<file path="src/hw/rtl/tlge_grid_mem.sv">
// Cell grid storage: one row of the grid per word, one write and one read port.
// Read data is registered. Depends on nothing.
`timescale 1ns / 1ps

module tlge_grid_mem #(
    parameter int ROW_BITS = 64,
    parameter int ROWS     = 64,
    parameter int AW       = 6
) (
    input  logic                clk,
    input  logic                rd_en,
    input  logic [AW-1:0]       rd_addr,
    output logic [ROW_BITS-1:0] rd_data,
    input  logic                wr_en,
    input  logic [AW-1:0]       wr_addr,
    input  logic [ROW_BITS-1:0] wr_data
);

    logic [ROW_BITS-1:0] mem [ROWS];
    logic [ROW_BITS-1:0] rd_data_reg;

    always_ff @(posedge clk)
    begin
        if (wr_en)
        begin
            mem[wr_addr] <= wr_data;
        end
    end

    always_ff @(posedge clk)
    begin
        if (rd_en)
        begin
            rd_data_reg <= mem[rd_addr];
        end
    end

    assign rd_data = rd_data_reg;

endmodule

</file>
<file path="config.mk">
export PLATFORM = sky130hd
export DESIGN_NAME = tlge_grid_mem
export DESIGN_NICKNAME = d
export VERILOG_FILES = /design/src/hw/rtl/tlge_grid_mem.sv
export SDC_FILE = /design/constraint.sdc
export NUM_CORES = 2
export LEC_CHECK = 0
export ABC_CLOCK_PERIOD_IN_PS = 5000
export BUFFER_PORTS_ARGS = -buffer_cell sky130_fd_sc_hd__clkbuf_2
export CORE_MARGIN = 2
export CORE_UTILIZATION = 35
export DETAILED_ROUTE_END_ITERATION = 16
export SYNTH_ARGS = -nofsm -noshare
export SYNTH_HDL_FRONTEND = slang
export SYNTH_SLANG_ARGS = --single-unit
</file>
<file path="constraint.sdc">
create_clock -name clk -period 5 [get_ports clk]
set_clock_uncertainty 0.1 [all_clocks]
set_input_delay 0 -clock clk [delete_from_list [all_inputs] [get_ports clk]]
set_output_delay 0 -clock clk [all_outputs]
set_load 0.01 [all_outputs]
</file>
# After elaboration in Yosys (flattened, before gate mapping)
# Memory sizes are Yosys's and may differ from the RTL's. A register that Yosys moved wholly into a read port is not among the register bits.
# Cells that the tools add are included.
# totals
inputBits,79
out_inout_bits,64
latch_bits,0
ff_bits,0
romBits,0
elab_cells,3
n_memories,1
mem_bits_rw,4096
# classes
div_mod_pow,0
shift,0
n_lt_le_gt_ge,0
bitwise_logic,0
mux,2
n_addsub,0
eq_ne,0
reduce_logical,0
mul,0
# mem_list
memory,words,word_bits,read_ports,rd_clocked_by_memory_dff,write_ports,line,source
mem,64,64,1,1,1,19,logic [ROW_BITS-1:0] mem [ROWS];
# op_table
cell,n
$mux 1,2

# Depth between registers and ports, before layout
# logic_depth
depth_word,2
mapped_depth,9
ltp_nobuf,5

# Worst setup path after synthesis
# OpenSTA, ideal clock, no wires.
# synth_timing
kind,input port to flip-flop
startpoint,input port wr_addr[3]
endpoint,memory mem[48][0] (enable)
path_slack_ns,-0.536
path_buffers,1
setup_ns,0.564
stages,4
t_required_ns,4.336
arrival_time_ns,4.872
cell_sequence,clkbuf_1 nor2b_1 nand4b_1 nor3_1
# synth_rtl
item,line,source
from (decl),15,"input logic [AW-1:0] wr_addr,"
to (decl),19,
# Straight into the memory's write port.

==> reports/qor.txt <==
Crit path required time: 5.53 ns
Num CTS Buffers: 406
asr flop ratio synth: 0%
via/cell ratio: 5.64
area delta synth->final: 14.7%
Post-Synthesis Cell Area: 157000 um2
syn nets: 6677
post-synthesis cell count: 6598
residual DRC count: 0
Final #Nets: 7154
die span in x: 674 um
total gr overflow: 0
largest net degree at the start of global routing: 117
count leader, synth: edfxtp_1
Hold Worst Slack: 0.0273 ns
Yosys cell types: 32
Skew-Pair Late Insertion Delay: 0.97 ns
Worst-Margin Slew: 1.36 ns
row count: 245
Arrival @ worst endpoint: 3.65 ns
max_cap viols: 0
CTS tree: done
max reg flops: 4096
Core ar.: 446000 um2
Via Count: 75100
global placement routability congestion: 0.762
Final min period: 3.12 ns
Max rail drop VDD: 0.271 mV
fin crit share: 62.4%
Post-synth top cells: edfxtp_1 (4160), mux4_2 (1024), buf_2 (170), a22oi_1 (168), clkbuf_1 (140)
RSZ-0062 raised after global routing: no
startpoint types: input pin
Die Y-Extent: 674 um
Cell Chain, Critical Path: dlygate4sd3_1 -> buf_8 -> nor2b_4 -> buf_12 -> a22oi_1 -> and3_1 -> a211oi_1
synth top area cells: edfxtp_1 (80%), mux4_2 (15%), mux2i_1 (0.86%), a22oi_1 (0.80%), buf_2 (0.54%)
clk buf depth: 4
vias in the first global route: 76300
initial antenna violation count: 36
Yosys reg bits: 4160
Crit Path Class: input pin to flop
Synth Flop Type: edfxtp_1
post-synthesis sequential area ratio: 79.6%
max-slew violation count: 0
Min-Delay Path Class: input pin to flop
Fin. Hold Viols: 0
clk root buf: clkbuf_16
Synth area leader: edfxtp_1
DRT Pass-1 Iters: 5
outcome: completed
GRT Total Usage: 19.1%
top cell type's share of synthesized area: 79.6%
Slowest-stage cell, CP: a211oi_1
Max-slew headroom: 9.19%
CP max stage delay: 0.82 ns
LEAKAGE: 55.2 nW
Resized Gates After CTS: 0
H-tree depth: 5
critical path endpoint category: flop
Antenna Violating Nets Remaining: 0
setup_tns: 0 ns
power density cells: 399 nW/um2
Worst-path clk slew: 0.06 ns
synth warn: 0
DR WL/cell: 33.1 um
Detailed Route WL: 441000 um
Post-synth EDFFs: 4160
layout cells sized above 1: 27.4%
detailed placement HPWL: 230000 um
Initial Util: 35.2%
syn avg cell area: 23.8 um2
DRT iter0 DRCs: 9384
clock sinks: 4160
fmax: 0.321 GHz
io pins: 143
PortBufs: 142
Die Area: 454000 um2
CP Max Fanout: 78
R2R Setup Slk: 2.72 ns
first-pass GRT wire length: 611000 um
setup violators final: 0
-- critical path, delay by kind of cell --
family / cells / cell delay [ns]
buffers and inverters: 3 / 1.57
AND/OR/NAND/NOR: 2 / 0.81
AO/OA/AOI/OAI: 2 / 0.97
-- cells in the final DEF (no fill, tap or decap), types with 3 or more instances in the layout --
master and n:
a211oi_1 63, a22o_1 88, a22oi_1 168, a2bb2oi_1 19
a31oi_1 18, a41oi_1 26, and3_1 64, buf_12 78
buf_4 154, bufinv_16 33, clkbuf_1 101, clkbuf_16 416
clkbuf_2 138, clkinv_1 97, clkinv_16 3, clkinv_2 43
clkinv_8 5, clkinvlp_4 10, diode_2 12, dlygate4sd3_1 67
edfxtp_1 4160, inv_1 19, inv_16 3, inv_6 5
mux2i_1 135, mux4_2 1024, nand2_1 55, nand2b_1 9
nand3_1 45, nor2_1 47, nor2_4 65, nor2b_1 24
nor2b_4 4, o221ai_1 38, o22ai_1 83, or2_2 28
or3_1 29
-- layout make-up --
type	instances	area, um2
Antenna cell	12	30.0
Clock buffer	517	10800
Clock inverter	201	1940
Fill cell	38500	266000
Inverter	19	71.3
Multi-Input combinational cell	2049	30800
Sequential cell	4160	125000
Tap cell	5928	7420
Timing Repair Buffer	439	4110
-- metrics by stage --
stage | cells | instance area (um2) | setup slack [ns] | power (W) | utilization (%)
global placement | 12500 | 167000 | 1.52 | 0.0428 | 37.4
CTS | 13300 | 180000 | 1.91 | 0.0724 | 40.4
floorplan | 6598 | 157000 | 0.870 | 0.0413 | -
detailed placement | 12500 | 167000 | 1.52 | 0.0429 | 37.4
finish | 13300 | 180000 | 1.88 | 0.0719 | 40.4
global route | 13300 | 180000 | 1.91 | 0.0739 | 40.4
-- power breakdown --
part	total, W	internal (W)	switching [W]
logic	0.00330	0.00123	0.00207
registers	0.0389	0.0387	0.000156
clock network	0.0297	0.0169	0.0128
total	0.0719	0.0568	0.0151
-- metal layers --
layer / GRT usage [%] / wire, um
met3: 3.17 / 33800
met1: 25.6 / 174000
met5: 0 / 46
met4: 5.54 / 13500
met2: 32.3 / 220000
-- path summary, 6_finish.rpt --
check                                 start     endpoint  cells past startpoint
worst max-delay path             rd_addr[2]  rd_data[52]                      7
worst min-delay path            wr_data[11]  mem[13][11]                      1
worst max register to register  mem[11][32]  rd_data[32]                      5
worst min register to register  mem[36][46]  rd_data[46]                      4
-- timing repair --
item | 4_1_cts | 5_1_grt
hold endpoints to repair | 3747 | 0
setup buffers | 0 | 0
hold buffers | 67 | 0
-- kinds of logic (layout without fill, tap and decap cells) --
family	after synthesis	count (layout)	share of synthesized area, %
flip-flops	4160	4160	79.6
multiplexers	1159	1159	15.6
AO/OA/AOI/OAI	504	504	2.47
buffers and inverters	389	1176	1.18
AND/OR/NAND/NOR	386	386	1.23
other	0	12	0
No activity file was read; power rests on OpenSTA's default activity.
