--- config.mk ---
export PLATFORM = sky130hd
export DESIGN_NAME = tlge_ctrl
export DESIGN_NICKNAME = d
export VERILOG_FILES = /design/src/hw/rtl/tlge_pkg.sv /design/src/hw/rtl/tlge_cell_unit.sv /design/src/hw/rtl/tlge_ctrl.sv
export SDC_FILE = /design/constraint.sdc
export NUM_CORES = 1
export LEC_CHECK = 0
export BUFFER_PORTS_ARGS = -buffer_cell sky130_fd_sc_hd__buf_2
export CAP_MARGIN = 20
export CORE_ASPECT_RATIO = 0.5
export CORE_MARGIN = 3
export CORE_UTILIZATION = 35
export DETAILED_ROUTE_END_ITERATION = 10
export MAX_ROUTING_LAYER = met4
export PLACE_DENSITY = 0.58
export SLEW_MARGIN = 0
export SYNTH_ARGS = -nofsm -noshare
export SYNTH_HDL_FRONTEND = slang
export SYNTH_SLANG_ARGS = --single-unit
--- constraint.sdc ---
create_clock -name clk -period 7.1 [get_ports clk]
set_input_delay 0.71 -clock clk [delete_from_list [all_inputs] [get_ports clk]]
set_output_delay 0.71 -clock clk [all_outputs]
set_load 0.005 [all_outputs]
--- src/hw/rtl/tlge_pkg.sv ---
// Shared types and constants for the toroidal Life generation engine.
// No dependencies; imported by the top level, tlge_ctrl, tlge_cell_unit and the bench.
`timescale 1ns / 1ps

package tlge_pkg;

    // Command codes carried in the request
    typedef enum logic [2:0] {
        CMD_SET    = 3'd0,
        CMD_KILL   = 3'd1,
        CMD_TOGGLE = 3'd2,
        CMD_READ   = 3'd3,
        CMD_STEP   = 3'd4,
        CMD_CLEAR  = 3'd5
    } tlge_cmd_t;

    // Configuration register indexes
    localparam logic [1:0] REG_GRID_WIDTH   = 2'd0;
    localparam logic [1:0] REG_GRID_HEIGHT  = 2'd1;
    localparam logic [1:0] REG_SURVIVE_LOW  = 2'd2;
    localparam logic [1:0] REG_SURVIVE_HIGH = 2'd3;

    localparam int MIN_SIZE = 3;

    typedef enum logic [3:0] {
        ST_INIT_CLR,
        ST_IDLE,
        ST_CELL_RD,
        ST_CELL_MOD,
        ST_CLR,
        ST_GEN_RD_LAST,
        ST_GEN_RD0,
        ST_GEN_CAP0,
        ST_GEN_RD,
        ST_GEN_NEXT,
        ST_GEN_CELL,
        ST_GEN_WR,
        ST_DONE
    } tlge_state_t;

    typedef struct packed {
        logic [3:0] survive_low;
        logic [3:0] survive_high;
    } tlge_rule_t;

    typedef struct packed {
        logic bad_coord;
        logic changed;
        logic cell_value;
    } tlge_result_t;

endpackage

--- src/hw/rtl/tlge_cell_unit.sv ---
// Shared rule unit: counts the eight neighbours of one cell and applies the
// survival and birth rule. Depends on tlge_pkg.
`timescale 1ns / 1ps

module tlge_cell_unit (
    input  logic [2:0]          above,
    input  logic [2:0]          middle,   // bit 1 is the cell itself
    input  logic [2:0]          below,
    input  tlge_pkg::tlge_rule_t rule,
    output logic                alive_next,
    output logic                flip
);
    import tlge_pkg::*;

    logic [3:0] count;

    assign count = {3'b0, above[0]} + {3'b0, above[1]} + {3'b0, above[2]}
                 + {3'b0, middle[0]} + {3'b0, middle[2]}
                 + {3'b0, below[0]} + {3'b0, below[1]} + {3'b0, below[2]};

    always_comb
    begin
        if (middle[1])
        begin
            alive_next = (count >= rule.survive_low) && (count <= rule.survive_high);
        end
        else
        begin
            alive_next = (count == rule.survive_high);
        end
    end

    assign flip = alive_next ^ middle[1];

endmodule

--- src/hw/rtl/tlge_ctrl.sv ---
// Sequencer: decodes requests, runs cell read-modify-writes, grid clears and
// the row-window generation sweep through the shared rule unit.
// Depends on tlge_pkg and tlge_cell_unit.
`timescale 1ns / 1ps

module tlge_ctrl #(
    parameter int ROW_BITS = 64,
    parameter int ROWS     = 64,
    parameter int CW       = 6,
    parameter int RW       = 6
) (
    input  logic                   clk,
    input  logic                   rst_n,
    input  logic                   in_valid,
    output logic                   in_ready,
    input  logic [2:0]             in_cmd,
    input  logic [5:0]             in_col,
    input  logic [5:0]             in_row,
    input  logic [CW-1:0]          w_last,
    input  logic [RW-1:0]          h_last,
    input  tlge_pkg::tlge_rule_t   rule,
    output logic                   res_valid,
    input  logic                   res_take,
    output tlge_pkg::tlge_result_t result,
    output logic                   mem_rd_en,
    output logic [RW-1:0]          mem_rd_addr,
    input  logic [ROW_BITS-1:0]    mem_rd_data,
    output logic                   mem_wr_en,
    output logic [RW-1:0]          mem_wr_addr,
    output logic [ROW_BITS-1:0]    mem_wr_data
);
    import tlge_pkg::*;

    localparam int XW = (CW > 6) ? CW : 6;
    localparam int YW = (RW > 6) ? RW : 6;

    tlge_state_t state_reg, state_next;

    logic [ROW_BITS-1:0] prev_reg, prev_next;
    logic [ROW_BITS-1:0] cur_reg, cur_next;
    logic [ROW_BITS-1:0] below_reg, below_next;
    logic [ROW_BITS-1:0] row0_reg, row0_next;
    logic [ROW_BITS-1:0] new_reg, new_next;
    logic [CW-1:0]       c_reg, c_next;
    logic [RW-1:0]       r_reg, r_next;
    logic                any_reg, any_next;
    tlge_cmd_t           cmd_reg, cmd_next;
    logic [CW-1:0]       col_reg, col_next;
    logic [RW-1:0]       row_reg, row_next;
    tlge_result_t        res_reg, res_next;

    logic [XW-1:0] col_x;
    logic [YW-1:0] row_x;
    logic          bad_in;
    logic          accept;

    logic [CW-1:0] cp, cn;
    logic [2:0]    nb_above, nb_middle, nb_below;
    logic          alive_next, flip;

    logic                old_bit, new_bit;
    logic [ROW_BITS-1:0] mod_row;

    assign col_x  = XW'(in_col);
    assign row_x  = YW'(in_row);
    assign bad_in = (col_x > XW'(w_last)) || (row_x > YW'(h_last));
    assign accept = in_valid && in_ready;

    // wrapped neighbour columns
    assign cp = (c_reg == '0) ? w_last : c_reg - 1'b1;
    assign cn = (c_reg == w_last) ? '0 : c_reg + 1'b1;

    assign nb_above  = {prev_reg[cn], prev_reg[c_reg], prev_reg[cp]};
    assign nb_middle = {cur_reg[cn], cur_reg[c_reg], cur_reg[cp]};
    assign nb_below  = {below_reg[cn], below_reg[c_reg], below_reg[cp]};

    tlge_cell_unit u_cell (
        .above      (nb_above),
        .middle     (nb_middle),
        .below      (nb_below),
        .rule       (rule),
        .alive_next (alive_next),
        .flip       (flip)
    );

    // cell command: modify one bit of the row just read
    always_comb
    begin
        old_bit = mem_rd_data[col_reg];
        case (cmd_reg)
            CMD_SET:    new_bit = 1'b1;
            CMD_KILL:   new_bit = 1'b0;
            CMD_TOGGLE: new_bit = ~old_bit;
            default:    new_bit = old_bit;
        endcase
        mod_row          = mem_rd_data;
        mod_row[col_reg] = new_bit;
    end

    // next state
    always_comb
    begin
        state_next = state_reg;
        case (state_reg)
            ST_INIT_CLR:
            begin
                if (r_reg == RW'(ROWS - 1))
                begin
                    state_next = ST_IDLE;
                end
            end
            ST_IDLE:
            begin
                if (in_valid)
                begin
                    case (tlge_cmd_t'(in_cmd))
                        CMD_SET, CMD_KILL, CMD_TOGGLE, CMD_READ:
                            state_next = bad_in ? ST_DONE : ST_CELL_RD;
                        CMD_STEP:  state_next = ST_GEN_RD_LAST;
                        CMD_CLEAR: state_next = ST_CLR;
                        default:   state_next = ST_DONE;
                    endcase
                end
            end
            ST_CELL_RD:     state_next = ST_CELL_MOD;
            ST_CELL_MOD:    state_next = ST_DONE;
            ST_CLR:
            begin
                if (r_reg == RW'(ROWS - 1))
                begin
                    state_next = ST_DONE;
                end
            end
            ST_GEN_RD_LAST: state_next = ST_GEN_RD0;
            ST_GEN_RD0:     state_next = ST_GEN_CAP0;
            ST_GEN_CAP0:    state_next = ST_GEN_RD;
            ST_GEN_RD:      state_next = ST_GEN_NEXT;
            ST_GEN_NEXT:    state_next = ST_GEN_CELL;
            ST_GEN_CELL:
            begin
                if (c_reg == w_last)
                begin
                    state_next = ST_GEN_WR;
                end
            end
            ST_GEN_WR:      state_next = (r_reg == h_last) ? ST_DONE : ST_GEN_RD;
            ST_DONE:
            begin
                if (res_take)
                begin
                    state_next = ST_IDLE;
                end
            end
            default:        state_next = ST_IDLE;
        endcase
    end

    // outputs: handshake and memory ports
    always_comb
    begin
        in_ready    = 1'b0;
        res_valid   = 1'b0;
        mem_rd_en   = 1'b0;
        mem_rd_addr = '0;
        mem_wr_en   = 1'b0;
        mem_wr_addr = r_reg;
        mem_wr_data = '0;
        case (state_reg)
            ST_INIT_CLR, ST_CLR:
            begin
                mem_wr_en = 1'b1;
            end
            ST_IDLE:
            begin
                in_ready = 1'b1;
            end
            ST_CELL_RD:
            begin
                mem_rd_en   = 1'b1;
                mem_rd_addr = row_reg;
            end
            ST_CELL_MOD:
            begin
                mem_wr_en   = 1'b1;
                mem_wr_addr = row_reg;
                mem_wr_data = mod_row;
            end
            ST_GEN_RD_LAST:
            begin
                mem_rd_en   = 1'b1;
                mem_rd_addr = h_last;
            end
            ST_GEN_RD0:
            begin
                mem_rd_en = 1'b1;
            end
            ST_GEN_RD:
            begin
                // last row takes the saved original row 0 instead
                mem_rd_en   = (r_reg != h_last);
                mem_rd_addr = r_reg + 1'b1;
            end
            ST_GEN_WR:
            begin
                mem_wr_en   = 1'b1;
                mem_wr_data = new_reg;
            end
            ST_DONE:
            begin
                res_valid = 1'b1;
            end
            default:
            begin
                in_ready = 1'b0;
            end
        endcase
    end

    // datapath next values
    always_comb
    begin
        prev_next  = prev_reg;
        cur_next   = cur_reg;
        below_next = below_reg;
        row0_next  = row0_reg;
        new_next   = new_reg;
        c_next     = c_reg;
        r_next     = r_reg;
        any_next   = any_reg;
        cmd_next   = cmd_reg;
        col_next   = col_reg;
        row_next   = row_reg;
        res_next   = res_reg;
        case (state_reg)
            ST_INIT_CLR, ST_CLR:
            begin
                r_next = r_reg + 1'b1;
            end
            ST_IDLE:
            begin
                if (accept)
                begin
                    cmd_next = tlge_cmd_t'(in_cmd);
                    col_next = col_x[CW-1:0];
                    row_next = row_x[RW-1:0];
                    r_next   = '0;
                    any_next = 1'b0;
                    res_next = '0;
                    if ((in_cmd <= 3'(CMD_READ)) && bad_in)
                    begin
                        res_next.bad_coord = 1'b1;
                    end
                end
            end
            ST_CELL_MOD:
            begin
                res_next.cell_value = new_bit;
            end
            ST_GEN_RD0:
            begin
                prev_next = mem_rd_data;
            end
            ST_GEN_CAP0:
            begin
                cur_next  = mem_rd_data;
                row0_next = mem_rd_data;
            end
            ST_GEN_NEXT:
            begin
                below_next = (r_reg == h_last) ? row0_reg : mem_rd_data;
                new_next   = cur_reg;
                c_next     = '0;
            end
            ST_GEN_CELL:
            begin
                new_next[c_reg] = alive_next;
                any_next        = any_reg | flip;
                c_next          = c_reg + 1'b1;
            end
            ST_GEN_WR:
            begin
                prev_next = cur_reg;
                cur_next  = below_reg;
                r_next    = r_reg + 1'b1;
                res_next.changed = any_reg;
            end
            default:
            begin
                res_next = res_reg;
            end
        endcase
    end

    always_ff @(posedge clk or negedge rst_n)
    begin
        if (!rst_n)
        begin
            state_reg <= ST_INIT_CLR;
            r_reg     <= '0;
        end
        else
        begin
            state_reg <= state_next;
            r_reg     <= r_next;
        end
    end

    always_ff @(posedge clk)
    begin
        prev_reg  <= prev_next;
        cur_reg   <= cur_next;
        below_reg <= below_next;
        row0_reg  <= row0_next;
        new_reg   <= new_next;
        c_reg     <= c_next;
        any_reg   <= any_next;
        cmd_reg   <= cmd_next;
        col_reg   <= col_next;
        row_reg   <= row_next;
        res_reg   <= res_next;
    end

    assign result = res_reg;

endmodule

# After elaboration in Yosys (flattened, before gate mapping)
# Index checks and enable logic that the tools add are counted.
[word_totals]
ff_bits = 355
latchBits = 0
ram_bits = 0
romBits = 0
out_inout_bits = 83
memories = 0
[op_classes]
add_sub_neg = 10
n_mul = 0
n_div = 0
magnitude_cmp = 11
eq_ne = 30
n_shift = 0
n_mux = 59
n_bitwise = 3
reduce_logical = 27
[op_table]
columns = ["cell", "count"]
rows = [
  ["$pmux 64 s2", 4],
  ["$bwmux 64", 2],
  ["$mux 64", 1],
  ["$bmux 1 s6", 10],
  ["$pmux 4 s13", 1],
  ["$lt 6x7->1 const B", 4],
  ["$add 4x1->4", 6],
  ["$mux 4", 6],
  ["$mux 6", 4],
  ["$pmux 6 s2", 2],
  ["$eq 4x4->1 const B", 5],
  ["$mux 1", 18],
  ["$pmux 6 s3", 1],
  ["$eq 4x3->1 const B", 4],
  ["$reduce_bool 2->1", 7],
  ["$add 6x1->6 const B", 2],
  ["$demux 1 s6", 2],
  ["$eq 6x6->1", 2],
  ["$ge 6x1->1 const B", 2],
  ["$gt 6x6->1", 2],
  ["$ne 2x2->1 const B", 6],
  ["$pmux 4 s3", 1],
  ["$reduce_and 2->1", 5],
  ["$eq 3x2->1 const B", 3],
  ["other kinds (27)", 40],
]

# Logic depth before layout (Yosys ltp)
# Gate-level depths: netlist of run 1.
[logic_depth]
depth_word = 17
ltp_mapped = 31
mapped_depth_nobuf = 26

# Cells and area by module
# From an unflattened synthesis of run 1, not the netlist that was laid out.
[hier_totals]
cells_unflattened = 2418
hier_area_um2 = 22435.3
[by_module_without_submodules]
columns = ["mod", "instances", "cells_per_inst", "area_per_inst_um2"]
rows = [
  ["tlge_ctrl", 1, 2363, 22031.1],
  ["tlge_cell_unit", 1, 55, 404.1],
]

# Worst setup path before layout of run 1
# No wires, ideal clock.
[synth_path]
path_type = "reg-to-reg"
from = "register c_reg[0]"
to = "register new_reg[51], data pin"
arrival_time_ns = 6.905
slack_ns = 0.040
path_stages_with_launch = 31
cell_sequence = "edfxtp_1 buf_4 buf_6 inv_2 clkbuf_1 ha_1 clkbuf_1 inv_1 clkbuf_1 a32o_1 clkbuf_1 a311oi_1 a211o_1 a2bb2oi_1 o311a_1 ha_1 inv_1 fa_1 fa_1 inv_1 fa_1 fa_1 ha_1 nor2b_1 o21ai_0 nand2b_1 a21oi_1 a41oi_1 a21oi_2 nand2b_1 o21ai_0"
[synth_between]
elab_chain_cells = 16
elab_cells_between_ends = 43
cone_classes = "add/sub (9); order compare (4); eq/ne (2); mux (25); reduce/logical (3)"
[synth_rtl]
columns = ["item", "line", "rtl"]
rows = [
  ["start: declaration", "tlge_ctrl.sv:44", "logic [CW-1:0] c_reg, c_next;"],
  ["start signal: assignment", "tlge_ctrl.sv:315", "c_reg <= c_next;"],
  ["$sub 6x1->6 or $logic_not 6->1 (tied branches)", "tlge_ctrl.sv:70", "assign cp = (c_reg == '0) ? w_last : c_reg - 1'b1;"],
  ["$mux 6", "tlge_ctrl.sv:70", ""],
  ["$bmux 1 s6", "tlge_ctrl.sv:73", "assign nb_above = {prev_reg[cn], prev_reg[c_reg], prev_reg[cp]};"],
  ["$mux 1 (not written as such)", "tlge_ctrl.sv:73", ""],
  ["$add 1x1->2", "tlge_cell_unit.sv:17", "assign count = {3'b0, above[0]} + {3'b0, above[1]} + {3'b0, above[2]}"],
  ["$add 4x1->4", "tlge_cell_unit.sv:17", ""],
  ["$add 4x1->4 (2 in series)", "tlge_cell_unit.sv:18", "+ {3'b0, middle[0]} + {3'b0, middle[2]}"],
  ["$add 4x1->4 (3 in series)", "tlge_cell_unit.sv:19", "+ {3'b0, below[0]} + {3'b0, below[1]} + {3'b0, below[2]};"],
  ["$ge 4x4->1 or $le 4x4->1 (tied branches)", "tlge_cell_unit.sv:25", "alive_next = (count >= rule.survive_low) && (count <= rule.survive_high);"],
  ["$logic_and 1x1->1", "tlge_cell_unit.sv:25", ""],
  ["$mux 1", "tlge_cell_unit.sv:23", "if (middle[1])"],
  ["$bwmux 64 (*)", "tlge_ctrl.sv:276", "new_next[c_reg] = alive_next;"],
  ["$pmux 64 s2 (*)", "tlge_ctrl.sv:234", "case (state_reg)"],
  ["via new_next[51]", "tlge_ctrl.sv:43", "logic [ROW_BITS-1:0] new_reg, new_next;"],
  ["end signal: assignment", "tlge_ctrl.sv:314", "new_reg <= new_next;"],
  ["end: declaration", "tlge_ctrl.sv:43", ""],
]
# The timed path passes the listed nets; every way through them passes the cells marked *. The select of a mux whose other input is x is not followed.
# A chain may end at the register's enable or synchronous reset.

# Worst setup path after layout of run 1
[layout_path]
from = "register c_reg[0]"
to = "register new_reg[13], data pin"
# Same word-level chain as after synthesis.

==> flow_summary.json, run 1 <==
{
  "status": "finished clean",
  "yosys_warnings": 0,
  "start_kind": "flop",
  "cpLargestDelayFamily": "adder cells",
  "syn_area_mm2": 0.0230,
  "crit_fanout": 10,
  "firstDrtPassIters": 8,
  "grt_usage_pct": 32.8,
  "period_needed_ns": 6.89,
  "setup_viol": 0,
  "synth_area_leaders": "edfxtp_1, nand2_1, o21ai_0, mux2_2, mux4_2",
  "nNetsFinal": 2801,
  "grt_max_degree": 191,
  "crit_slowest_cell": "fa_1",
  "row_count": 65,
  "yosys_most_used_dff": "edfxtp_1",
  "hold_path.class": "input pin to flop",
  "crit_top_cell": "buf_4",
  "min_period_over_period_pct": 97.0,
  "tightest_slew_ns": 1.26,
  "core_mm2": 0.0640,
  "synth_edf_count": 345,
  "cts_sinks": 355,
  "drv_cap": 0,
  "gp_congestion": 1.07,
  "synth_top_area_share_pct": 45.0,
  "ant_nets": 0,
  "cts_root_buf": "clkbuf_16",
  "skew_ns": 0.0277,
  "multi_input_area_mm2": 0.0117,
  "drc": 0,
  "slew_headroom_pct": 15.6,
  "ys_seq_area_share_pct": 46.1,
  "critPathMaxStageDelay_ns": 0.60,
  "hold_violations": 0,
  "synth-async-reset-ratio_pct": 2.82,
  "max_freq_ghz": 0.145,
  "synth_cells": 2447,
  "syn-num-nets": 2580,
  "area_growth_pct": 19.1,
  "routed-via-count": 23000,
  "start_util_pct": 35.9,
  "vias_per_cell": 6.45,
  "cts_inserted_buffers": 36,
  "end_kind": "flop",
  "synth_cell_type_count": 81,
  "cts_max_level": 2,
  "die_h_um": 187,
  "grt_pass1_vias": 20700,
  "ys_ff_latch": 355,
  "regArea_mm2": 0.0106,
  "grt_pass1_wl_um": 159000,
  "drive_above_1_share_pct": 23.3,
  "reg2reg_setup_slack_ns": 0.21,
  "clockBufferDepth": 3,
  "synth.most_common_cell": "nand2_1",
  "drv_slew": 0,
  "tns_ns": 0,
  "cts_tree": "built",
  "pin_count": 186,
  "finish.utilization_pct": 42.8,
  "antenna_found_initial": 15,
  "synth_top_area_cell": "edfxtp_1",
  "die_area_mm2": 0.0690,
  "syn-mean-instance-area_um2": 9.40,
  "critPathArrivalTime_ns": 7.27,
  "required_ns": 7.48,
  "io_buffers": 185,
  "die_w_um": 369,
  "worstSkewPairLatency_ns": 0.57,
  "grt_overflow_total": 0,
  "crit_buf_inv": 7,
  "rsz0062_at_grt": "no",
  "clkTransAtPathRegs_ns": 0.07,
  "wl_per_cell_um": 32.1,
  "hpwlAfterDp_um": 86800,
  "yosys-top-cells-count": "nand2_1, edfxtp_1, o21ai_0",
  "drt_iter0_drc": 4083,
  "setup.worst_path.class": "flop to flop",
  "drt-total-wl_um": 114000,
  "fillCellCount": 6353
}
-- cell families (layout without fill, tap and decap cells) --
group | Yosys count | after routing | synth area share [%]
AO/OA/AOI/OAI | 658 | 658 | 18.6
XOR/XNOR | 24 | 24 | 0.914
adder cells (fa/ha/maj) | 30 | 30 | 1.76
buffers and inverters | 240 | 485 | 4.40
flip-flops | 355 | 355 | 46.1
multiplexers | 183 | 183 | 10.4
other | 0 | 4 | 0
AND/OR/NAND/NOR | 957 | 957 | 17.8
-- final cells by class --
class | count | area share, %
multi-input combinational | 1852 | 42.8
sequential | 355 | 38.7
timing repair buffer | 375 | 9.64
tap | 871 | 3.98
clock buffer | 40 | 3.34
clock inverter | 22 | 0.799
inverter | 48 | 0.658
antenna | 4 | 0.0365
-- routing by layer --
layer	vias to the layer above	track usage (%)	part of all wire, %
li1	9605	-	-
met1	11500	48.4	43
met2	1694	42.4	38
met3	213	11.4	15
met4	0	7.42	3.0
met5	-	-	0
-- final timing paths --
kind | startpoint | end | cells after the start
max in group asynchronous | rst_n | state_reg[1] | 2
min reg2reg | row0_reg[55] | below_reg[55] | 2
max reg2reg | c_reg[0] | new_reg[13] | 29
min | in_cmd[1] | cmd_reg[1] | 1
max | c_reg[0] | new_reg[13] | 29
min in group asynchronous | rst_n | r_reg[4] | 2
-- cells in the final DEF, fill, tap and decap left out, types with 28 or more instances in the layout --
| master | n |
|---|---|
| nor3_1 | 47 |
| edfxtp_1 | 345 |
| clkbuf_16 | 39 |
| o21ai_0 | 216 |
| buf_4 | 162 |
| o22ai_1 | 38 |
| mux2i_1 | 63 |
| inv_1 | 44 |
| o21ai_1 | 28 |
| nand2_1 | 662 |
| buf_2 | 186 |
| nor2_1 | 78 |
| a32oi_1 | 81 |
| nand3_1 | 42 |
| a21oi_1 | 68 |
| a31oi_1 | 29 |
| mux2_2 | 83 |
| a211oi_1 | 30 |
| mux4_2 | 37 |
-- worst register-to-register path, delay by kind of cell, from the launching register on --
| family | cells | cell delay, ns |
|---|---|---|
| fa+ha+maj | 6 | 2.47 |
| compound gates | 10 | 1.49 |
| buf+inv | 7 | 1.11 |
| simple gates | 5 | 1.01 |
| flops | 1 | 0.46 |
| xor+xnor | 1 | 0.17 |
-- through the flow --
step	cells	setup WS, ns	area [um^2]	hold WS, ns
2_1_floorplan	2447	0.0399	23000	0.414
3_3_place_gp	3486	-0.262	25700	0.506
3_5_place_dp	3487	-0.293	25800	0.512
4_1_cts	3551	0.0146	26900	0.321
5_1_grt	3565	0.00790	27400	0.324
6_report	3567	0.211	27400	0.332
-- timing repair --
action	CTS	global route
setup buffers	1	7
cloned	0	3
endpoints found under the setup margin	42	65
endpoints found under the hold margin	4	0
pin swaps	1	5
hold buffers	1	0
gates resized for setup	1	108
Power of run 1 is not shown: default switching activity piles up to over one toggle a cycle in this logic, so the estimate is an artifact.
==> run 2: changes to the inputs <==
==> constraint.sdc (replaced) <==
create_clock -name clk -period 7.1 [get_ports clk]
set_input_delay 1.42 -clock clk [delete_from_list [all_inputs] [get_ports clk]]
set_output_delay 1.42 -clock clk [all_outputs]
set_load 0.005 [all_outputs]
==> run 2 against run 1 <==
Count of clock-buffer cells in the layout increased by 4. Register-to-register slack improved by 0.03 ns. Non-clock buffer count increased by 66. Utilization increased by 1.2 points. Setup slack got worse by 0.10 ns. Maximum frequency decreased by 1.5%. Hold slack improved by 0.21 ns. First-iteration DRC count decreased by 6.4%. Die area unchanged. Critical endpoint is now new_reg[20]. Largest cell class unchanged.
==> flow_summary.json, run 2 (synthesis gave the netlist of run 1 again) <==
{
  "pin_count": 186,
  "grt_pass1_vias": 21100,
  "start_kind": "input pin",
  "tightest_slew_ns": 1.17,
  "dpl_cell_area_mm2": 0.0263,
  "cts_inserted_buffers": 37,
  "use_met3_pct": 10.7,
  "critPathArrivalTime_ns": 7.40,
  "antenna_found_initial": 14,
  "cts_root_buf": "clkbuf_16",
  "end_kind": "flop",
  "gr-usage-met2_pct": 43.5,
  "status": "finished clean",
  "grt_overflow_total": 0,
  "area_growth_pct": 22.5,
  "routed-via-count": 23200,
  "regArea_mm2": 0.0106,
  "cts_tree": "built",
  "core_mm2": 0.0640,
  "multi_input_area_mm2": 0.0119,
  "die_area_mm2": 0.0690,
  "skew_ns": 0.0141,
  "worstSkewPairLatency_ns": 0.56,
  "stdcell_count": 3638,
  "regToRegStartpoint": "c_reg[0]",
  "grt_usage_pct": 33.8,
  "cts_max_level": 2,
  "drt_iter0_drc": 3821,
  "firstDrtPassIters": 8,
  "cts_sinks": 355,
  "setup.worst_path.class": "input pin to flop",
  "stdcell_area_mm2": 0.0282,
  "die_w_um": 369,
  "reg2reg_setup_slack_ns": 0.24,
  "drv_slew": 0,
  "clockBufferDepth": 3,
  "min_period_over_period_pct": 98.5,
  "gp_congestion": 1.04,
  "drive_above_1_share_pct": 26.6,
  "io_buffers": 185,
  "period_needed_ns": 6.99,
  "nNetsFinal": 2868,
  "dp.cells": 3556,
  "fillCellCount": 6264,
  "reg2reg_depth": 28,
  "final_common_cell": "nand2_1",
  "grt_busiest_layer": "met1",
  "timing.rr.end": "new_reg[20]",
  "hpwlAfterDp_um": 90700,
  "hold_end": "below_reg[51]",
  "grt_max_degree": 73,
  "max_freq_ghz": 0.143,
  "crit_slowest_cell": "fa_1",
  "hold_path.class": "flop to flop",
  "start_util_pct": 35.9,
  "clkTransAtPathRegs_ns": 0.06,
  "setup_viol": 0,
  "drv_cap": 0,
  "ant_nets": 0,
  "row_count": 65,
  "final_cell_mix": "nand2_1, edfxtp_1, buf_4",
  "grtUsageMet1_pct": 51.3,
  "slew_headroom_pct": 21.9,
  "tns_ns": 0,
  "crit_fanout": 8,
  "min_from": "row0_reg[51]",
  "required_ns": 7.50,
  "hold_depth": 1,
  "critPathMaxStageDelay_ns": 0.61,
  "hold_violations": 0,
  "die_h_um": 187,
  "wl_per_cell_um": 32.2,
  "drc": 0,
  "vias_per_cell": 6.37,
  "drt-total-wl_um": 117000,
  "grt_pass1_wl_um": 163000,
  "fin_hold_ws_ns": 0.541,
  "crit_top_cell": "fa_1"
}
run 2: stage by stage:
stage / worst slack (ns) / util [%]
final: 0.107 / 44.0
after global routing: -0.00347 / 44.0
after CTS: 0.0247 / 43.2
after detailed placement: -0.855 / 41.1
after global placement: -0.728 / 41.1
after floorplan: 0.0399 / -
run 2: area by class of cell:
type | count | area share [%]
well taps | 871 | 3.87
diodes | 4 | 0.0355
repair buffers | 441 | 11.1
multi-input cells | 1852 | 42.3
clock buffers | 44 | 3.46
clock inverters | 23 | 0.853
flip-flops and latches | 355 | 37.7
inverters | 48 | 0.640
run 2: repair_timing:
item	in CTS	in global routing
pin swaps	7	37
setup buffers	5	7
setup endpoints to repair	64	65
cloned	1	0
hold buffers	0	0
resized for setup	56	120
run 2: how the worst max path moves through the flow:
| stage | to | depth (start not counted) | from | slack (ns) |
|---|---|---|---|---|
| final | new_reg[20] | 27 | w_last[5] | 0.11 |
| after global routing | new_reg[4] | 27 | w_last[5] | -0.003 |
| after CTS | new_reg[20] | 30 | w_last[0] | 0.02 |
| after detailed placement | new_reg[63] | 28 | w_last[3] | -0.85 |
| after global placement | new_reg[39] | 28 | w_last[3] | -0.73 |
| after floorplan | new_reg[51] | 30 | c_reg[0] | 0.04 |
run 2: critical path, delay by kind of cell:
| kind | cells | cell delay (ns) |
|---|---|---|
| compound gates | 9 | 1.68 |
| xor+xnor | 1 | 0.18 |
| fa+ha+maj | 5 | 2.24 |
| buf+inv | 6 | 0.85 |
| simple gates | 6 | 1.01 |
run 2: routing by layer:
layer  vias up  share of wire, %
met5         -                 0
met4         0               1.9
met3       158                14
met2      1578                38
met1     11700                45
li1       9752                 -
Power of run 2 is left out for the same reason.
